### src/sv/cbms_pkg.sv
// ----------------------------------------------------------------------------
// cbms_pkg
// Shared types and constants for the cubic Bezier motion stepper.
// ----------------------------------------------------------------------------
package cbms_pkg;

    localparam int DUR_BITS  = 24;
    localparam int TIME_BITS = 32;
    localparam int STEP_BITS = 16;
    localparam int KIND_BITS = 2;
    localparam int IDX_BITS  = 3;

    typedef logic [KIND_BITS-1:0] kind_t;
    localparam kind_t KIND_TICK  = 2'd0;
    localparam kind_t KIND_START = 2'd1;
    localparam kind_t KIND_STOP  = 2'd2;

    typedef logic [IDX_BITS-1:0] reg_idx_t;
    localparam reg_idx_t REG_CTRL1_X  = 3'd0;
    localparam reg_idx_t REG_CTRL1_Y  = 3'd1;
    localparam reg_idx_t REG_CTRL2_X  = 3'd2;
    localparam reg_idx_t REG_CTRL2_Y  = 3'd3;
    localparam reg_idx_t REG_END_DX   = 3'd4;
    localparam reg_idx_t REG_END_DY   = 3'd5;
    localparam reg_idx_t REG_DURATION = 3'd6;

    localparam logic [DUR_BITS-1:0] DUR_RESET = 24'd1000;

endpackage

### src/sv/cbms_div.sv
// ----------------------------------------------------------------------------
// cbms_div
// Restoring divider, one quotient bit per cycle: q = floor(num*2^T/den),
// num <= den, so q <= 2^T.
// ----------------------------------------------------------------------------
module cbms_div #(
    parameter int T_FRAC_BITS = 16
) (
    input  logic                           aclk,
    input  logic                           aresetn,
    input  logic                           start,
    input  logic [cbms_pkg::DUR_BITS-1:0]  num,
    input  logic [cbms_pkg::DUR_BITS-1:0]  den,
    output logic                           done,
    output logic [T_FRAC_BITS:0]           quot
);
    localparam int DW = cbms_pkg::DUR_BITS;
    localparam int CW = $clog2(T_FRAC_BITS + 1);
    localparam logic [CW-1:0] LAST = CW'(T_FRAC_BITS - 1);

    logic [DW-1:0]          rem_reg, rem_next;
    logic [T_FRAC_BITS:0]   q_reg, q_next;
    logic [CW-1:0]          cnt_reg, cnt_next;
    logic                   run_reg, run_next;
    logic                   done_reg, done_next;
    logic [DW:0]            rem2;
    logic                   ge;

    assign rem2 = {rem_reg, 1'b0};
    assign ge   = rem2 >= {1'b0, den};

    always_comb begin
        rem_next  = rem_reg;
        q_next    = q_reg;
        cnt_next  = cnt_reg;
        run_next  = run_reg;
        done_next = 1'b0;
        if (start) begin
            // equal operands give exactly 1.0, remainder zero
            rem_next = (num == den) ? '0 : num;
            q_next   = {{T_FRAC_BITS{1'b0}}, num == den};
            cnt_next = '0;
            run_next = 1'b1;
        end else if (run_reg) begin
            rem_next = ge ? DW'(rem2 - {1'b0, den}) : rem2[DW-1:0];
            q_next   = {q_reg[T_FRAC_BITS-1:0], ge};
            cnt_next = cnt_reg + 1'b1;
            if (cnt_reg == LAST) begin
                run_next  = 1'b0;
                done_next = 1'b1;
            end
        end
    end

    always_ff @(posedge aclk) begin
        if (!aresetn) begin
            run_reg  <= 1'b0;
            done_reg <= 1'b0;
            cnt_reg  <= '0;
        end else begin
            run_reg  <= run_next;
            done_reg <= done_next;
            cnt_reg  <= cnt_next;
        end
        rem_reg <= rem_next;
        q_reg   <= q_next;
    end

    assign done = done_reg;
    assign quot = q_reg;

endmodule

### src/sv/cbms_mul.sv
// ----------------------------------------------------------------------------
// cbms_mul
// Shared signed multiplier with registered product.
// ----------------------------------------------------------------------------
module cbms_mul #(
    parameter int AW = 19,
    parameter int BW = 24
) (
    input  logic                      aclk,
    input  logic signed [AW-1:0]      op_a,
    input  logic signed [BW-1:0]      op_b,
    output logic signed [AW+BW-1:0]   prod
);
    logic signed [AW+BW-1:0] prod_reg;

    always_ff @(posedge aclk) begin
        prod_reg <= (AW+BW)'(op_a) * (AW+BW)'(op_b);
    end

    assign prod = prod_reg;

endmodule

### src/sv/cubic_bezier_motion_stepper.sv
// ----------------------------------------------------------------------------
// cubic_bezier_motion_stepper
// Steps a point along a cubic Bezier curve offset from a start position.
// ----------------------------------------------------------------------------
//  channel | ports                         | dir | notes
//  s_      | s_valid/s_ready, kind..begin_y | in  | one beat per command
//  m_      | m_valid/m_ready, pos..stopped  | out | one beat per command
//  cfg_    | cfg_we, cfg_index, cfg_wdata   | in  | write only, no wait
//
// Start, stop and halted ticks go from idle straight to the result state;
// a tick past the end first passes the range check. A live tick also runs
// the restoring divider (one quotient bit per cycle) and then eleven passes
// through the one shared multiplier, before the position and velocity states.
// Reset is synchronous, active low; the block comes up halted with
// duration 1000. A stalled result holds the block in its final state until
// the beat is taken; s_ready is high only when idle.
module cubic_bezier_motion_stepper #(
    parameter int COORD_BITS  = 24,
    parameter int T_FRAC_BITS = 16
) (
    input  logic                                    aclk,
    input  logic                                    aresetn,
    // config port
    input  logic                                    cfg_we,
    input  logic [cbms_pkg::IDX_BITS-1:0]           cfg_index,
    input  logic [((COORD_BITS > 24) ? COORD_BITS : 24)-1:0] cfg_wdata,
    // command channel
    input  logic                                    s_valid,
    output logic                                    s_ready,
    input  logic [cbms_pkg::KIND_BITS-1:0]          s_kind,
    input  logic [cbms_pkg::STEP_BITS-1:0]          s_step_time,
    input  logic signed [COORD_BITS-1:0]            s_begin_x,
    input  logic signed [COORD_BITS-1:0]            s_begin_y,
    // result channel
    output logic                                    m_valid,
    input  logic                                    m_ready,
    output logic signed [COORD_BITS-1:0]            m_pos_x,
    output logic signed [COORD_BITS-1:0]            m_pos_y,
    output logic signed [COORD_BITS-1:0]            m_vel_x,
    output logic signed [COORD_BITS-1:0]            m_vel_y,
    output logic                                    m_arrived,
    output logic                                    m_stopped
);
    localparam int C   = COORD_BITS;
    localparam int T   = T_FRAC_BITS;
    localparam int DW  = cbms_pkg::DUR_BITS;
    localparam int EW  = cbms_pkg::TIME_BITS;
    localparam int AW  = T + 3;                    // coefficients, < 3*2^T
    localparam int BW  = (C > T + 2) ? C : T + 2;  // coords or t/u
    localparam int PW  = AW + BW;
    localparam int ACW = PW + 2;                   // three-term sum
    localparam int SW  = 4;                        // mul step counter

    localparam logic [SW-1:0] STEP_LAST = 4'd12;

    typedef enum logic [6:0] {
        ST_IDLE = 7'b0000001,
        ST_CHK  = 7'b0000010,
        ST_DIV  = 7'b0000100,
        ST_MUL  = 7'b0001000,
        ST_POS  = 7'b0010000,
        ST_VEL  = 7'b0100000,
        ST_DONE = 7'b1000000
    } state_t;

    // ---------------- configuration ----------------
    logic signed [C-1:0] c1x_reg, c1y_reg, c2x_reg, c2y_reg, ex_reg, ey_reg;
    logic [DW-1:0]       dur_reg;
    logic [DW-1:0]       dur_eff;

    always_ff @(posedge aclk) begin
        if (!aresetn) begin
            c1x_reg <= '0;
            c1y_reg <= '0;
            c2x_reg <= '0;
            c2y_reg <= '0;
            ex_reg  <= '0;
            ey_reg  <= '0;
            dur_reg <= cbms_pkg::DUR_RESET;
        end else if (cfg_we) begin
            case (cfg_index)
                cbms_pkg::REG_CTRL1_X:  c1x_reg <= cfg_wdata[C-1:0];
                cbms_pkg::REG_CTRL1_Y:  c1y_reg <= cfg_wdata[C-1:0];
                cbms_pkg::REG_CTRL2_X:  c2x_reg <= cfg_wdata[C-1:0];
                cbms_pkg::REG_CTRL2_Y:  c2y_reg <= cfg_wdata[C-1:0];
                cbms_pkg::REG_END_DX:   ex_reg  <= cfg_wdata[C-1:0];
                cbms_pkg::REG_END_DY:   ey_reg  <= cfg_wdata[C-1:0];
                cbms_pkg::REG_DURATION: dur_reg <= cfg_wdata[DW-1:0];
                default: ;
            endcase
        end
    end

    // zero duration behaves as one
    assign dur_eff = (dur_reg == '0) ? DW'(1) : dur_reg;

    // ---------------- saturation helpers ----------------
    function automatic logic signed [C-1:0] sat_wide(input logic signed [ACW-1:0] v);
        logic [ACW-C:0] top;
        logic signed [C-1:0] r;
        top = v[ACW-1:C-1];
        if (top == '0 || top == '1) r = v[C-1:0];
        else if (v[ACW-1])          r = {1'b1, {(C-1){1'b0}}};
        else                        r = {1'b0, {(C-1){1'b1}}};
        return r;
    endfunction

    function automatic logic signed [C-1:0] sat_diff(input logic signed [C-1:0] a,
                                                     input logic signed [C-1:0] b);
        logic signed [C:0] d;
        logic signed [C-1:0] r;
        d = (C+1)'(a) - (C+1)'(b);
        if (d[C] == d[C-1]) r = d[C-1:0];
        else if (d[C])      r = {1'b1, {(C-1){1'b0}}};
        else                r = {1'b0, {(C-1){1'b1}}};
        return r;
    endfunction

    // ---------------- state ----------------
    state_t              state_reg, state_next;
    logic [EW-1:0]       elapsed_reg, elapsed_next;
    logic signed [C-1:0] org_x_reg, org_x_next, org_y_reg, org_y_next;
    logic signed [C-1:0] cur_x_reg, cur_x_next, cur_y_reg, cur_y_next;
    logic signed [C-1:0] spd_x_reg, spd_x_next, spd_y_reg, spd_y_next;
    logic signed [C-1:0] nx_reg, nx_next, ny_reg, ny_next;
    logic                halt_reg, halt_next;
    logic                arr_reg, arr_next;
    logic [SW-1:0]       step_reg, step_next;
    logic [T:0]          t_reg, t_next, u_reg, u_next;
    logic signed [AW-1:0] su_reg, su_next, st_reg, st_next;
    logic signed [AW-1:0] k1_reg, k1_next, k2_reg, k2_next, k3_reg, k3_next;
    logic signed [ACW-1:0] accx_reg, accx_next, accy_reg, accy_next;

    // output register
    logic                m_valid_reg, m_valid_next;
    logic signed [C-1:0] o_px_reg, o_py_reg, o_vx_reg, o_vy_reg;
    logic                o_arr_reg, o_stop_reg;
    logic                out_load;

    // ---------------- shared units ----------------
    logic                 div_start;
    logic                 div_done;
    logic [T:0]           div_q;
    logic signed [AW-1:0] mul_a;
    logic signed [BW-1:0] mul_b;
    logic signed [PW-1:0] prod;
    logic signed [PW+1:0] prod3;
    logic signed [PW+1:0] prod3_sh;
    logic signed [PW-1:0] prod_sh;

    cbms_div #(.T_FRAC_BITS(T)) u_div (
        .aclk    (aclk),
        .aresetn (aresetn),
        .start   (div_start),
        .num     (elapsed_reg[DW-1:0]),
        .den     (dur_eff),
        .done    (div_done),
        .quot    (div_q)
    );

    cbms_mul #(.AW(AW), .BW(BW)) u_mul (
        .aclk  (aclk),
        .op_a  (mul_a),
        .op_b  (mul_b),
        .prod  (prod)
    );

    // 3*x products for the middle Bernstein terms
    assign prod3    = (PW+2)'(prod) + ((PW+2)'(prod) <<< 1);
    assign prod3_sh = prod3 >>> T;
    assign prod_sh  = prod >>> T;

    // operand select: one product issued per step, consumed the step after
    always_comb begin
        mul_a = '0;
        mul_b = '0;
        case (step_reg)
            4'd1:    begin mul_a = AW'(u_reg);  mul_b = BW'(u_reg); end
            4'd2:    begin mul_a = AW'(t_reg);  mul_b = BW'(t_reg); end
            4'd3:    begin mul_a = su_reg;      mul_b = BW'(t_reg); end
            4'd4:    begin mul_a = st_reg;      mul_b = BW'(u_reg); end
            4'd5:    begin mul_a = st_reg;      mul_b = BW'(t_reg); end
            4'd6:    begin mul_a = k1_reg;      mul_b = BW'(c1x_reg); end
            4'd7:    begin mul_a = k1_reg;      mul_b = BW'(c1y_reg); end
            4'd8:    begin mul_a = k2_reg;      mul_b = BW'(c2x_reg); end
            4'd9:    begin mul_a = k2_reg;      mul_b = BW'(c2y_reg); end
            4'd10:   begin mul_a = k3_reg;      mul_b = BW'(ex_reg); end
            4'd11:   begin mul_a = k3_reg;      mul_b = BW'(ey_reg); end
            default: begin mul_a = '0;          mul_b = '0; end
        endcase
    end

    // ---------------- sequencer ----------------
    logic [EW:0]           esum;
    logic signed [ACW-1:0] half;
    logic signed [ACW-1:0] vx, vy;

    assign esum = {1'b0, elapsed_reg} + (EW+1)'(s_step_time);
    assign half = ACW'(1) <<< (T - 1);
    assign vx   = (accx_reg + half) >>> T;
    assign vy   = (accy_reg + half) >>> T;

    assign s_ready  = (state_reg == ST_IDLE) && aresetn;
    assign out_load = (state_reg == ST_DONE) && (!m_valid_reg || m_ready);

    always_comb begin
        state_next   = state_reg;
        elapsed_next = elapsed_reg;
        org_x_next   = org_x_reg;
        org_y_next   = org_y_reg;
        cur_x_next   = cur_x_reg;
        cur_y_next   = cur_y_reg;
        spd_x_next   = spd_x_reg;
        spd_y_next   = spd_y_reg;
        nx_next      = nx_reg;
        ny_next      = ny_reg;
        halt_next    = halt_reg;
        arr_next     = arr_reg;
        step_next    = step_reg;
        t_next       = t_reg;
        u_next       = u_reg;
        su_next      = su_reg;
        st_next      = st_reg;
        k1_next      = k1_reg;
        k2_next      = k2_reg;
        k3_next      = k3_reg;
        accx_next    = accx_reg;
        accy_next    = accy_reg;
        div_start    = 1'b0;

        case (state_reg)
            ST_IDLE: begin
                if (s_valid) begin
                    arr_next   = 1'b0;
                    state_next = ST_DONE;
                    if (s_kind == cbms_pkg::KIND_START) begin
                        org_x_next   = s_begin_x;
                        org_y_next   = s_begin_y;
                        cur_x_next   = s_begin_x;
                        cur_y_next   = s_begin_y;
                        spd_x_next   = '0;
                        spd_y_next   = '0;
                        elapsed_next = '0;
                        halt_next    = 1'b0;
                    end else if (s_kind == cbms_pkg::KIND_STOP) begin
                        halt_next = 1'b1;
                    end else if (s_kind == cbms_pkg::KIND_TICK && !halt_reg) begin
                        elapsed_next = esum[EW] ? '1 : esum[EW-1:0];
                        state_next   = ST_CHK;
                    end
                end
            end
            ST_CHK: begin
                if (elapsed_reg > EW'(dur_eff)) begin
                    arr_next   = 1'b1;
                    spd_x_next = '0;
                    spd_y_next = '0;
                    state_next = ST_DONE;
                end else begin
                    div_start  = 1'b1;
                    state_next = ST_DIV;
                end
            end
            ST_DIV: begin
                if (div_done) begin
                    t_next     = div_q;
                    u_next     = (T+1)'(1) << T;
                    u_next     = u_next - div_q;
                    accx_next  = '0;
                    accy_next  = '0;
                    step_next  = 4'd1;
                    state_next = ST_MUL;
                end
            end
            ST_MUL: begin
                step_next = step_reg + 1'b1;
                case (step_reg)
                    4'd2:    su_next = AW'(prod_sh);
                    4'd3:    st_next = AW'(prod_sh);
                    4'd4:    k1_next = AW'(prod3_sh);
                    4'd5:    k2_next = AW'(prod3_sh);
                    4'd6:    k3_next = AW'(prod_sh);
                    4'd7, 4'd9, 4'd11: accx_next = accx_reg + ACW'(prod);
                    4'd8, 4'd10, 4'd12: accy_next = accy_reg + ACW'(prod);
                    default: ;
                endcase
                if (step_reg == STEP_LAST) begin
                    step_next  = '0;
                    state_next = ST_POS;
                end
            end
            ST_POS: begin
                nx_next    = sat_wide(vx + ACW'(org_x_reg));
                ny_next    = sat_wide(vy + ACW'(org_y_reg));
                state_next = ST_VEL;
            end
            ST_VEL: begin
                spd_x_next = sat_diff(nx_reg, cur_x_reg);
                spd_y_next = sat_diff(ny_reg, cur_y_reg);
                cur_x_next = nx_reg;
                cur_y_next = ny_reg;
                state_next = ST_DONE;
            end
            ST_DONE: begin
                if (out_load) state_next = ST_IDLE;
            end
            default: state_next = ST_IDLE;
        endcase
    end

    assign m_valid_next = out_load ? 1'b1 : (m_valid_reg && !m_ready);

    always_ff @(posedge aclk) begin
        if (!aresetn) begin
            state_reg   <= ST_IDLE;
            elapsed_reg <= '0;
            org_x_reg   <= '0;
            org_y_reg   <= '0;
            cur_x_reg   <= '0;
            cur_y_reg   <= '0;
            spd_x_reg   <= '0;
            spd_y_reg   <= '0;
            halt_reg    <= 1'b1;
            arr_reg     <= 1'b0;
            step_reg    <= '0;
            m_valid_reg <= 1'b0;
        end else begin
            state_reg   <= state_next;
            elapsed_reg <= elapsed_next;
            org_x_reg   <= org_x_next;
            org_y_reg   <= org_y_next;
            cur_x_reg   <= cur_x_next;
            cur_y_reg   <= cur_y_next;
            spd_x_reg   <= spd_x_next;
            spd_y_reg   <= spd_y_next;
            halt_reg    <= halt_next;
            arr_reg     <= arr_next;
            step_reg    <= step_next;
            m_valid_reg <= m_valid_next;
        end
        // datapath, no reset needed
        nx_reg   <= nx_next;
        ny_reg   <= ny_next;
        t_reg    <= t_next;
        u_reg    <= u_next;
        su_reg   <= su_next;
        st_reg   <= st_next;
        k1_reg   <= k1_next;
        k2_reg   <= k2_next;
        k3_reg   <= k3_next;
        accx_reg <= accx_next;
        accy_reg <= accy_next;
        if (out_load) begin
            o_px_reg   <= cur_x_reg;
            o_py_reg   <= cur_y_reg;
            o_vx_reg   <= spd_x_reg;
            o_vy_reg   <= spd_y_reg;
            o_arr_reg  <= arr_reg;
            o_stop_reg <= halt_reg;
        end
    end

    assign m_valid   = m_valid_reg;
    assign m_pos_x   = o_px_reg;
    assign m_pos_y   = o_py_reg;
    assign m_vel_x   = o_vx_reg;
    assign m_vel_y   = o_vy_reg;
    assign m_arrived = o_arr_reg;
    assign m_stopped = o_stop_reg;

endmodule
### config.mk
export PLATFORM = sky130hd
export DESIGN_NAME = cubic_bezier_motion_stepper
export DESIGN_NICKNAME = d
export VERILOG_FILES = /design/src/sv/cbms_pkg.sv /design/src/sv/cbms_div.sv /design/src/sv/cbms_mul.sv /design/src/sv/cubic_bezier_motion_stepper.sv
export SDC_FILE = /design/constraint.sdc
export NUM_CORES = 2
export LEC_CHECK = 0
export ABC_CLOCK_PERIOD_IN_PS = 15400
export BUFFER_PORTS_ARGS = -buffer_cell sky130_fd_sc_hd__buf_2
export CORE_MARGIN = 5
export CORE_UTILIZATION = 45
export CTS_CLUSTER_SIZE = 8
export DETAILED_ROUTE_END_ITERATION = 8
export SYNTH_ARGS = -nofsm -noshare
export SYNTH_HDL_FRONTEND = slang
export SYNTH_SLANG_ARGS = --single-unit
### constraint.sdc
create_clock -name aclk -period 15.4 [get_ports aclk]
set_input_delay 3.08 -clock aclk [delete_from_list [all_inputs] [get_ports aclk]]
set_output_delay 3.08 -clock aclk [all_outputs]
set_load 0.02 [all_outputs]
# Word-level counts from Yosys, hierarchy flattened
# Cells that the tools add are included.
# op_classes
add_sub_neg	14
multipliers	1
div	0
n_lt_le_gt_ge	2
n_eq_ne	42
shifts	0
muxes	61
bitwise_logic	2
n_reduce_logical	55
# op_table
cell	count
$mux 24	20
$pmux 24 s8	1
$pmux 45 s2	2
$pmux 24 s3	2
$mux 45	3
$pmux 19 s7	1
$mux 32	4
$pmux 24 s2	2
$add 45x17->45 const B	2
$add 45x43->45	2
$add 29x24->30	2
$mux 7	8
$sub 24x24->25	2
$pmux 7 s7	1
$eq 22x22->1 const B	2
$logic_not 22->1	2
$mul 19x24->43	1
$add 35x35->35	1
$add 32x16->33	1
$gt 32x24->1	1
$reduce_and 2->1	14
$ge 25x24->1	1
$eq 24x24->1	1
$logic_not 24->1	1
40 further kinds	100
# totals
regBits	814
latchBits	0
ramBits	0
mem_bits_ro	0
memories	0

# Depth between registers and ports, before layout
# depth
word_depth	7
depth_mapped	37
ltp_nobuf	36

# By module
# Synthesis repeated with hierarchy kept, for this count alone.
# hier_totals
hier_cells	6677
hier_area_um2	61753.0
# by_module_without_submodules
module	instances	cells_per_inst	area_each_um2	seq_area_each_um2
cubic_bezier_motion_stepper	1	4450	40904.2	18097.4
cbms_mul	1	1824	17205.3	860.8
cbms_div	1	403	3643.5	1211.2

# Least setup slack after synthesis
# No wires, ideal clock.
# synth_path
path_type	reg2reg
from	register step_reg[2]
to	register u_mul.prod_reg[40] (netlist: u_mul.prod[40])
setup_ps	119
arrival_ps	8473
t_required_ps	15281
setup_slack_ps	6808
path_stages_with_launch	31
n_path_buf	3
cell_sequence	dfxtp_1 > clkbuf_1 > nor2b_1 > and2_1 > clkbuf_1 > clkbuf_1 > a22o_1 > a2111oi_0 > nor2_1 > fa_1 > inv_1 > fa_1 > fa_1 > inv_1 > fa_1 > fa_1 > fa_1 > inv_1 > fa_1 > inv_1 > ha_1 > and3_1 > and3_1 > nand4_1 > or3_1 > a31oi_1 > a22oi_1 > o22ai_1 > a21o_1 > a21oi_1 > xnor2_1
# synth_via
elab_chain_cells	4
word_cells_on_any_way	20
# synth_lines
item	line	text
from (decl)	cubic_bezier_motion_stepper.sv:128	logic [SW-1:0] step_reg, step_next;
from (signal assigned)	cubic_bezier_motion_stepper.sv:338	step_reg <= step_next;
$eq 4x3->1 (tied with other cells)	cubic_bezier_motion_stepper.sv:177	case (step_reg)
$reduce_or 3->1 (no line) or $reduce_or 2->1 (tied branches)	n/a	
$pmux 24 s8 or $pmux 19 s7 (tied branches)	cubic_bezier_motion_stepper.sv:177	
$mul 19x24->43 (*)	cbms_mul.sv:17	prod_reg <= (AW+BW)'(op_a) * (AW+BW)'(op_b);
to (signal assigned)	cbms_mul.sv:17	
to (decl)	cbms_mul.sv:14	logic signed [AW+BW-1:0] prod_reg;
# Mark *: on every way between the ends. The rest lies on a longest branch, timed or not.
# A chain may end at the register's enable or synchronous reset.

# Worst setup path in the final report
# layout_path
from	register step_reg[0]
to	register u_mul.prod_reg[42] (netlist: u_mul.prod[42])
# Same word-level chain as after synthesis.

==> run metrics <==
CP Capture Type=flop; clock slew at reported path FFs=60 ps; Worst Tran Pin Value=1292 ps; Worst VDD drop=87.69 µV; commonest register cell after synthesis=dfxtp_1; DRT antenna net count=0; Setup CP Type=flop to flop; first-pass GRT wire length=273.2 mm; Initial Util=0.4534; Post-CTS Setup Bufs=0; Die Area=142100 µm²; cell repeated most along the worst path=fa_1; Worst-Skew Late Latency=740 ps; Yosys cell types=93; post-synthesis sequential area ratio=0.3329; synthesis-to-finish area growth=10.31%; final-report hold violation count=0; WP depth=30; total track usage=0.2453; worst r2r src=step_reg[0]; Mapped Area=60590 µm²; #FFs+latches synth=813; via count=47.67k; Fin Setup TNS=0 ps; drt pass-1 iters=6; EDFF count, synth=389; Die H=376.9 µm; share of cells above drive strength 1=0.06935; CP startpoint=step_reg[0]; Syn Nets=7479; Top delay family on crit path=adder cells; CP arrival=10420 ps; Max transition margin=0.1384; Fin Hold WS=427.1 ps; status=finished clean; syn_area_per_cell=9.340 µm²; RSZ-0062 raised after global routing=false; Routed WL=176.5 mm; DRC=0; routed vias/inst=5.643; Resized Gates After CTS=0; final setup fails=0; root buf cell=clkbuf_16; commonest non-fill, non-tap cell in the layout=nand2_1; crit path max fanout=26; die width=376.9 µm; largest net degree at the start of global routing=118; Rows=134; clock sinks=813; Fill cells=12.49k; grt met1 use=0.3237; number of global-route vias before repair=47.15k; critical path data required time=15990 ps; remaining global-route overflow=0; fmax=101.7 MHz; routed len/inst=20.89 µm; WP buf/inv=5; critical path's slowest cell=nand3_1; pre-CTS WS=5623 ps; max-cap violations=0; Leak Pwr=0.02897 µW; Worst Skew=74.68 ps; I/O pins=198; fin crit period=9830 ps; Min-Delay Path Class=flop to flop; clock buffer depth=3; Port-buffer cells=197; Tot Pwr=4989 µW; Max Slew Vio Count=0; CTS tree=yes; fin worst setup slack=5570 ps; Iteration-0 DRC Markers=3655; H-tree levels=3; Num CTS Buffers=114; pwr/cell area=74.65 nW/µm²; Worst path max stage delay=890 ps; most crowded layer after global routing=met2; Ys Warns=0; Final period util=0.6383; initial antenna violation count=5; Worst R2R Setup Slack=5570 ps; routability-driven placement congestion ratio=0.9391; Worst setup endpoint=u_mul.prod[42]; hold path cells=0; reg2reg path depth=30; Syn Inst Count=6487; HPWL Detailed=132.1 mm; CTS Hold Bufs=0; Async S/R FF share, synth=0; Startpoint Class=flop; CORE AREA=133600 µm²; met3 usage=0.04187; RR Endpoint=u_mul.prod[42]; leading cell types in the layout, fill and taps excluded=nand2_1 (999), inv_1 (642), fa_1 (463), ha_1 (431); Final nets=7586; GRT met2 Usage=0.4149
kinds of logic after synthesis:
logic type                 after synthesis  share of synthesized area
buffers and inverters                  916                    0.05693
adders and majority gates              894                     0.2420
AOI/OAI and AO/OA                     1474                     0.1672
muxes                                   34                   0.005617
and+or+nand+nor                       2036                     0.1491
DFF                                    813                     0.3329
xor gates and xnor gates               320                    0.04626
how the worst min path moves through the flow:
| stage | from | end | slack, ps |
|---|---|---|---|
| 3_3_place_gp | cur_x_reg[1] | m_pos_x[1] | 420 |
| 2_1_floorplan | u_div.quot[11] | t_reg[11] | 410 |
| 4_1_cts | spd_x_reg[12] | m_vel_x[12] | 430 |
| 3_5_place_dp | cur_y_reg[23] | m_pos_y[23] | 420 |
| 6_report | spd_x_reg[12] | m_vel_x[12] | 430 |
| 5_1_grt | cur_x_reg[1] | m_pos_x[1] | 440 |
routing by layer:
metal	routed length, µm	up-vias
met1	75180	23400
met3	11600	290
met4	5777	2
li1	-	22530
met2	83910	1457
met5	7	-
synth_stat cells, types with 18 or more instances:
master    instances  area (µm²)
o211ai_1         27       202.7
nor3_1           80       400.4
a211oi_1         32       240.2
inv_1           643        2414
o221ai_1         26       227.7
ha_1            431        5393
nand2b_1         53       331.6
and2_1           79       494.2
nor2_1          427        1603
nand3_1         113       565.5
clkbuf_1        259       972.2
fa_1            463        9269
a22o_1           32       280.3
a31oi_1          80       500.5
or2_2            20       125.1
a221o_1          46       460.4
dfxtp_1         424        8488
o31ai_1          18       135.1
and3_1           48       300.3
mux2i_1          34       340.3
o21bai_1         26       195.2
nand2_1        1000        3754
nor2b_1          71       444.2
a21boi_0        239        1794
xnor2_1         213        1866
o21ai_0         248        1241
edfxtp_1        389       11680
o21a_1           47       352.8
a2111o_1         18       202.7
xor2_1          107       937.2
a22oi_1          73       548.0
a21o_1          117       878.3
nand4_1          58       362.9
a21oi_1         305        1526
stage by stage:
step	area, µm²	cells	util
3_3_place_gp	63470	8246	0.4750
4_1_cts	66830	8444	0.5001
2_1_floorplan	60590	6487	-
6_report	66840	8448	0.5002
3_5_place_dp	63470	8246	0.4750
5_1_grt	66830	8446	0.5001
area by class of cell:
| cell class | count | area (µm²) | area share |
|---|---|---|---|
| repair buffers | 264 | 1495 | 0.02237 |
| clock buffers | 188 | 3151 | 0.04714 |
| clock inverters | 10 | 205.2 | 0.003070 |
| well taps | 1768 | 2212 | 0.03310 |
| flip-flops and latches | 813 | 20170 | 0.3018 |
| multi-input cells | 4758 | 37180 | 0.5563 |
| diodes | 4 | 10.01 | 0.0001498 |
| inverters | 643 | 2414 | 0.03611 |
power by group:
part           switching [µW]  internal, µW
clock network             970          1400
registers                20.6          2300
logic                     191           106
total                    1180          3810
(Power assumes the default switching activity.)
